--- src/rtl/core/swsb_pkg.sv ---
// ----------------------------------------------------------------------------
// swsb_pkg
// Shared types and constants for the sliding window stride buffer.
// ----------------------------------------------------------------------------
package swsb_pkg;

	localparam int SAMPLE_BITS = 16;
	localparam int POS_W       = 5;
	localparam int HOP_W       = 5;
	localparam int NEW_W       = 6;

	localparam logic [NEW_W-1:0] NEW_MAX   = 6'd63;
	localparam logic [HOP_W-1:0] HOP_RESET = 5'd10;

	typedef logic signed [SAMPLE_BITS-1:0] sample_t;

	typedef struct packed {
		sample_t accel_x;
		sample_t accel_y;
		sample_t accel_z;
		sample_t gyro_x;
		sample_t gyro_y;
		sample_t gyro_z;
	} in_item_t;

	typedef struct packed {
		sample_t          out_accel_x;
		sample_t          out_accel_y;
		sample_t          out_accel_z;
		sample_t          out_gyro_x;
		sample_t          out_gyro_y;
		sample_t          out_gyro_z;
		logic [POS_W-1:0] position;
		logic             last_of_window;
	} out_item_t;

	typedef struct packed {
		logic shift;
		logic recirc;
		logic out_load;
	} chain_ctl_t;

	typedef struct packed {
		logic [POS_W-1:0] position;
		logic             last_of_window;
	} out_tag_t;

endpackage

--- src/rtl/core/sliding_window_stride_buffer_top.sv ---
// ----------------------------------------------------------------------------
// sliding_window_stride_buffer_top
// Sliding window of six-axis motion samples, emitted whole on a stride.
// ----------------------------------------------------------------------------
// Samples enter a chain of WINDOW cells, oldest at the head. A sample that
// does not complete a window is taken without a stall. One that fills the
// window for the first time, or brings the new-sample count up to hop_length,
// starts a read-out: the chain recirculates once, one cell per cycle unless
// out_stall holds results back, through the single read tap at its head,
// in_stall staying high throughout, and the window leaves oldest first,
// last_of_window marking the newest sample. There is no clearing pass after
// reset; the user writes hop_length only while idle, which is not enforced.
// ----------------------------------------------------------------------------
module sliding_window_stride_buffer_top
	import swsb_pkg::*;
#(
	parameter int WINDOW = 20
) (
	input  logic             clk,
	input  logic             arst_n,
	input  logic             in_valid,
	output logic             in_stall,
	input  in_item_t         in_data,
	output logic             out_valid,
	input  logic             out_stall,
	output out_item_t        out_data,
	input  logic             cfg_wr_en,
	input  logic [HOP_W-1:0] cfg_wr_data
);

	chain_ctl_t ctl;
	out_tag_t   tag;
	in_item_t   chain [WINDOW];
	in_item_t   tail_in;
	in_item_t   head_q;

	swsb_ctrl #(
		.WINDOW(WINDOW)
	) u_ctrl (
		.clk        (clk),
		.arst_n     (arst_n),
		.in_valid   (in_valid),
		.in_stall   (in_stall),
		.out_valid  (out_valid),
		.out_stall  (out_stall),
		.cfg_wr_en  (cfg_wr_en),
		.cfg_wr_data(cfg_wr_data),
		.ctl        (ctl),
		.tag        (tag)
	);

	// tail takes a new sample, or the head while recirculating
	assign tail_in = ctl.recirc ? chain[0] : in_data;

	for (genvar i = 0; i < WINDOW; i++) begin : g_cell
		if (i == WINDOW - 1) begin : g_tail
			swsb_cell u_cell (
				.clk  (clk),
				.shift(ctl.shift),
				.nbr  (tail_in),
				.data (chain[i])
			);
		end else begin : g_body
			swsb_cell u_cell (
				.clk  (clk),
				.shift(ctl.shift),
				.nbr  (chain[i+1]),
				.data (chain[i])
			);
		end
	end

	always_ff @(posedge clk) begin
		if (ctl.out_load) begin
			head_q <= chain[0];
		end
	end

	assign out_data.out_accel_x    = head_q.accel_x;
	assign out_data.out_accel_y    = head_q.accel_y;
	assign out_data.out_accel_z    = head_q.accel_z;
	assign out_data.out_gyro_x     = head_q.gyro_x;
	assign out_data.out_gyro_y     = head_q.gyro_y;
	assign out_data.out_gyro_z     = head_q.gyro_z;
	assign out_data.position       = tag.position;
	assign out_data.last_of_window = tag.last_of_window;

	// mid-window results only while a read-out holds off new samples
	a_midwin_stall: assert property (@(posedge clk) disable iff (!arst_n)
		out_valid && !out_stall && !out_data.last_of_window |-> in_stall)
		else $error("window read-out not holding off input");

	// taking a mid-window result brings the next position straight away
	a_pos_step: assert property (@(posedge clk) disable iff (!arst_n)
		out_valid && !out_stall && !out_data.last_of_window |=>
		out_valid && (out_data.position == POS_W'($past(out_data.position) + 1'b1)))
		else $error("window positions not consecutive");

	// last marker sits on the final position of the window
	a_last_pos: assert property (@(posedge clk) disable iff (!arst_n)
		out_valid && out_data.last_of_window |-> out_data.position == POS_W'(WINDOW - 1))
		else $error("last_of_window on wrong position");

	// a read-out starts only from an accepted transaction
	a_busy_src: assert property (@(posedge clk) disable iff (!arst_n)
		$rose(in_stall) |-> $past(in_valid))
		else $error("read-out started without an input transaction");

endmodule

--- src/rtl/core/swsb_cell.sv ---
// ----------------------------------------------------------------------------
// swsb_cell
// One window slot: holds a six-axis sample and takes its neighbor's on shift.
// ----------------------------------------------------------------------------
module swsb_cell
	import swsb_pkg::*;
(
	input  logic     clk,
	input  logic     shift,
	input  in_item_t nbr,
	output in_item_t data
);

	in_item_t data_q;

	always_ff @(posedge clk) begin
		if (shift) begin
			data_q <= nbr;
		end
	end

	assign data = data_q;

endmodule

--- src/rtl/core/swsb_ctrl.sv ---
// ----------------------------------------------------------------------------
// swsb_ctrl
// Fill and hop counting, emit decision and read-out sequencing of the chain.
// ----------------------------------------------------------------------------
module swsb_ctrl
	import swsb_pkg::*;
#(
	parameter int WINDOW = 20
) (
	input  logic             clk,
	input  logic             arst_n,
	input  logic             in_valid,
	output logic             in_stall,
	output logic             out_valid,
	input  logic             out_stall,
	input  logic             cfg_wr_en,
	input  logic [HOP_W-1:0] cfg_wr_data,
	output chain_ctl_t       ctl,
	output out_tag_t         tag
);

	localparam int CNT_W  = $clog2(WINDOW);
	localparam int FILL_W = $clog2(WINDOW + 1);

	localparam logic [FILL_W-1:0] FILL_FULL = FILL_W'(WINDOW);
	localparam logic [CNT_W-1:0]  CNT_LAST  = CNT_W'(WINDOW - 1);

	logic              busy_q;
	logic [CNT_W-1:0]  cnt_q;
	logic [FILL_W-1:0] fill_q;
	logic [NEW_W-1:0]  new_q;
	logic              first_q;
	logic [HOP_W-1:0]  hop_q;
	logic              out_valid_q;
	out_tag_t          tag_q;

	logic              in_acc;
	logic              out_free;
	logic              rot;
	logic [FILL_W-1:0] fill_next;
	logic [NEW_W-1:0]  new_next;
	logic              emit;
	logic [CNT_W+POS_W-1:0] cnt_ext;

	assign in_acc   = in_valid && !busy_q;
	assign out_free = !out_valid_q || !out_stall;
	assign rot      = busy_q && out_free;

	assign fill_next = (fill_q == FILL_FULL) ? fill_q : fill_q + 1'b1;
	assign new_next  = (new_q == NEW_MAX) ? new_q : new_q + 1'b1;
	assign emit      = (fill_next == FILL_FULL) &&
		(!first_q || (new_next >= {1'b0, hop_q}));

	assign cnt_ext = {{POS_W{1'b0}}, cnt_q};

	always_ff @(posedge clk or negedge arst_n) begin
		if (!arst_n) begin
			busy_q      <= 1'b0;
			cnt_q       <= '0;
			fill_q      <= '0;
			new_q       <= '0;
			first_q     <= 1'b0;
			hop_q       <= HOP_RESET;
			out_valid_q <= 1'b0;
			tag_q       <= '0;
		end else begin
			if (cfg_wr_en) begin
				hop_q <= cfg_wr_data;
			end
			if (in_acc) begin
				fill_q <= fill_next;
				if (emit) begin
					busy_q  <= 1'b1;
					first_q <= 1'b1;
					new_q   <= '0;
				end else begin
					new_q <= new_next;
				end
			end
			if (rot) begin
				out_valid_q          <= 1'b1;
				tag_q.position       <= cnt_ext[POS_W-1:0];
				tag_q.last_of_window <= (cnt_q == CNT_LAST);
				if (cnt_q == CNT_LAST) begin
					busy_q <= 1'b0;
					cnt_q  <= '0;
				end else begin
					cnt_q <= cnt_q + 1'b1;
				end
			end else if (out_valid_q && !out_stall) begin
				out_valid_q <= 1'b0;
			end
		end
	end

	assign ctl.shift    = in_acc || rot;
	assign ctl.recirc   = busy_q;
	assign ctl.out_load = rot;

	assign in_stall  = busy_q;
	assign out_valid = out_valid_q;
	assign tag       = tag_q;

endmodule

--- config.mk ---
export PLATFORM = sky130hd
export DESIGN_NAME = sliding_window_stride_buffer_top
export DESIGN_NICKNAME = d
export VERILOG_FILES = /design/src/rtl/core/swsb_pkg.sv /design/src/rtl/core/sliding_window_stride_buffer_top.sv /design/src/rtl/core/swsb_cell.sv /design/src/rtl/core/swsb_ctrl.sv
export SDC_FILE = /design/constraint.sdc
export NUM_CORES = 1
export LEC_CHECK = 0
export BUFFER_PORTS_ARGS = -buffer_cell sky130_fd_sc_hd__buf_4
export CELL_PAD_IN_SITES_DETAIL_PLACEMENT = 0
export CELL_PAD_IN_SITES_GLOBAL_PLACEMENT = 1
export CORE_UTILIZATION = 55
export CTS_BUF_LIST = sky130_fd_sc_hd__clkbuf_4 sky130_fd_sc_hd__clkbuf_8 sky130_fd_sc_hd__clkbuf_16
export CTS_CLUSTER_DIAMETER = 100
export DETAILED_ROUTE_END_ITERATION = 10
export GPL_TIMING_DRIVEN = 0
export HOLD_SLACK_MARGIN = 0.03
export PLACE_DENSITY_LB_ADDON = 0.12
export REMOVE_ABC_BUFFERS = 1
export SLEW_MARGIN = 40
export SYNTH_ARGS = -nofsm -noshare
export SYNTH_HDL_FRONTEND = slang
export SYNTH_SLANG_ARGS = --single-unit
--- constraint.sdc ---
create_clock -name clk -period 53.9 [get_ports clk]
set_input_delay 5.39 -clock clk [delete_from_list [all_inputs] [get_ports clk]]
set_output_delay 5.39 -clock clk [all_outputs]
set_load 0.01 [all_outputs]
==> out/qor.txt <==
FF-to-FF path depth - 11
R2R Path End - g_cell[10].g_body.u_cell.data[24]$_DFFE_PP_
Lkg Pwr - 0.0254 µW
Final #Nets - 2841
most frequent CP cell - buf_12
min-delay src - g_cell[15].g_body.u_cell.data[48]$_DFFE_PP_
worst hold path class - reg -> reg
largest family of logic cells by synthesized area - multiplexers
die area - 0.116 mm²
clock root buffer master - clkbuf_16
simple-gate share of the synthesized area - 0.00411
fin crit period - 8240 ps
slowest cell delay on critical path - 520 ps
DR vias - 22.2k
Unique masters post-synth - 41
Hold Crit Depth - 0
CTS sink cnt - 2046
slew margin rel. - 0.661
Seq cells post-synth - 2046
# setup viols final - 0
Initial Util - 0.554
P_sw - 1130 µW
DRC Markers - 0
Core Rows - 124
CP cell instances - buf_4 > a21boi_4 > nand2b_4 > buf_12 > buf_12 > buf_12 > buf_12 > buf_12 > buf_12 > buf_12 > buf_12
type of origin of the critical path - input port
dpl cell area - 0.0678 mm²
wire per inst - 18.3 µm
pwr/cell area - 66.9 mW/mm²
H-tree depth - 4
placer congestion estimate - 0.725
layout cell share with drive strength beyond 1 - 0.241
Die Y - 341 µm
hold buffers post-CTS - 0
Worst-Margin Slew - 506 ps
post-CTS sizing - 0
Worst Setup Slack, final - 45660 ps
worst-case clock buffer depth - 3
Logic pwr share - 0.102
global-route wire length before repair - 129000 µm
post-route cell area - 0.0740 mm²
CP Class - in -> reg
GRT Total Usage - 0.144
worst r2r src - u_ctrl.in_stall$_DFF_PN0_
post-DP HPWL - 42800 µm
compound-gate portion of the synthesized area - 0.00362
fin. max-slew vios - 0
Post-Synthesis Cells - 2280
Worst Skew - 27.6 ps
via density per instance - 5.05
clock slew at reported path FFs - 60 ps
mean area per synthesized cell - 27.7 µm²
MaxCap Viol Count - 0
CP required - 54350 ps
vias in the first global route - 22.4k
share of power burned in registers - 0.635
adder-cell share of the synthesized area - 0.00178
CTS tree - built
CP endpoint kind - flip-flop
CP max FO - 45
largest net degree at the start of global routing - 51
setup repair after global routing missed its margin - false
DP Worst Slack - 44840 ps
EDFF count, synth - 2016
Clk network pwr share - 0.263
f_max - 0.121 GHz
Num CTS Buffers - 192
Mapped Area - 0.0633 mm²
Post-DRT Antenna Nets - 0
initial antenna violation count - 2
most common cell after layout, fill and taps aside - edfxtp_1
Final Util - 0.648
DR pass1 iterations - 8
Post-Place Cells - 4044
hold endpoint - g_cell[14].g_body.u_cell.data[48]$_DFFE_PP_
Synth warnings - 0
CP max stage cell - nand2b_4
worst skew pair latency - 760 ps
1st-iter DRT viols - 1837
Net Sw Frac - 0.229
I/O pin total - 210
Synth Area in XOR/XNOR - 0.000969
fin cells - 4392
Seq/Total Area, Yosys - 0.969
core area - 0.114 mm²
Int Power - 3820 µW
Tcrit/Tclk final - 0.153
setup TNS - 0 ps
Port Buffer Count - 209
Die X - 341 µm
commonest non-fill, non-tap cells in the layout - edfxtp_1, buf_4, clkbuf_16
area delta synth->final - 16.9%
post-synthesis mux area share - 0.0188
share of flip-flops with an asynchronous set or reset - 0.0147
Most used DFF post-synth - edfxtp_1
status - complete, no violations
setup slack, reg-to-reg - 49590 ps
Worst VDD drop - 0.0310 mV
Final Hold Vio Count - 0
Detailed Route WL - 80500 µm
postcts setup bufs - 0
gr ovfl total - 0
CP arrival - 8680 ps
-- worst max-delay path by stage --
| stage | from | endpoint | slack (ps) | depth (start not counted) |
|---|---|---|---|---|
| floorplan | out_stall | g_cell[0].g_body.u_cell.data[0]$_DFFE_PP_ | -1820 | 2 |
| global placement | out_stall | g_cell[17].g_body.u_cell.data[24]$_DFFE_PP_ | -14090 | 3 |
| detailed placement | out_stall | g_cell[13].g_body.u_cell.data[24]$_DFFE_PP_ | 44840 | 11 |
| CTS | out_stall | g_cell[10].g_body.u_cell.data[24]$_DFFE_PP_ | 45680 | 11 |
| global route | out_stall | g_cell[11].g_body.u_cell.data[24]$_DFFE_PP_ | 45470 | 11 |
| finish | out_stall | g_cell[10].g_body.u_cell.data[24]$_DFFE_PP_ | 45660 | 11 |
-- kinds of logic after synthesis --
| group | after synthesis |
|---|---|
| and+or+nand+nor | 50 |
| adders and majority gates | 9 |
| buffers and inverters | 27 |
| muxes | 106 |
| AOI/OAI and AO/OA | 35 |
| xor gates and xnor gates | 7 |
| DFF | 2046 |
-- power by group through the flow --
stage               sequential, µW  clock, µW  combinational, µW
finish                        3140       1300                507
CTS                           3170       1340                519
global placement              4860          0                369
detailed placement            3170          0                521
global route                  3240       1400                554
floorplan                     4520          0                250
-- cell usage after synthesis, types with 2 or more instances --
master | instances | area, µm²
edfxtp_1 | 2016 | 60500
mux2_2 | 104 | 1170
dfrtp_1 | 28 | 701
nand2_1 | 18 | 67.6
o21ai_0 | 14 | 70.1
inv_1 | 12 | 45.0
ha_1 | 9 | 113
and2_1 | 7 | 43.8
buf_1 | 6 | 22.5
nor2_1 | 6 | 22.5
a21oi_1 | 5 | 25.0
buf_2 | 5 | 25.0
nand2b_1 | 5 | 31.3
xnor2_1 | 5 | 43.8
nand3_1 | 4 | 20.0
a21o_1 | 3 | 22.5
clkbuf_1 | 3 | 11.3
a21boi_1 | 2 | 15.0
a31o_1 | 2 | 17.5
dfstp_2 | 2 | 52.6
mux2i_1 | 2 | 20.0
nand4_1 | 2 | 12.5
xor2_1 | 2 | 17.5
-- cell type report --
class,count,area [µm²]
clock inverter,99,886
fill,7396,40200
sequential,2046,61300
timing repair buffer,267,2690
multi-input combinational,207,1880
clock buffer,247,5290
inverter,12,45.0
antenna,2,5.00
tap,1512,1890
-- per-stage QoR --
step                      total power [µW]  hold WS (ps)
after floorplan                       4770           400
after global placement                5230           400
after detailed placement              3690           405
after CTS                             5030           397
after global routing                  5200           409
final                                 4950           399
-- critical path: cells and delay by family --
family                 cells  cell delay (ps)
buffers and inverters      9             2310
AO/OA/AOI/OAI              1              320
AND/OR/NAND/NOR            1              520
-- metal layers --
metal | part of all wire | vias to the layer above | track usage
li1 | - | 10100 | -
met1 | 0.51 | 11500 | 0.237
met2 | 0.43 | 368 | 0.191
met3 | 0.038 | 151 | 0.0301
met4 | 0.023 | 0 | 0.0518
met5 | 0 | - | 0
-- state kept, by name (all words and copies together), names as in the netlist --
signal                     flops
u_ctrl.hop_q                   5
u_ctrl.tag                     6
u_ctrl.out_valid               1
u_ctrl.fill_q                  5
g_cell.g_tail.u_cell.data     96
out_data                      96
u_ctrl.first_q                 1
u_ctrl.in_stall                1
g_cell.g_body.u_cell.data   1824
u_ctrl.new_q                   6
u_ctrl.cnt_q                   5
Power figures use the tool's default switching activity.
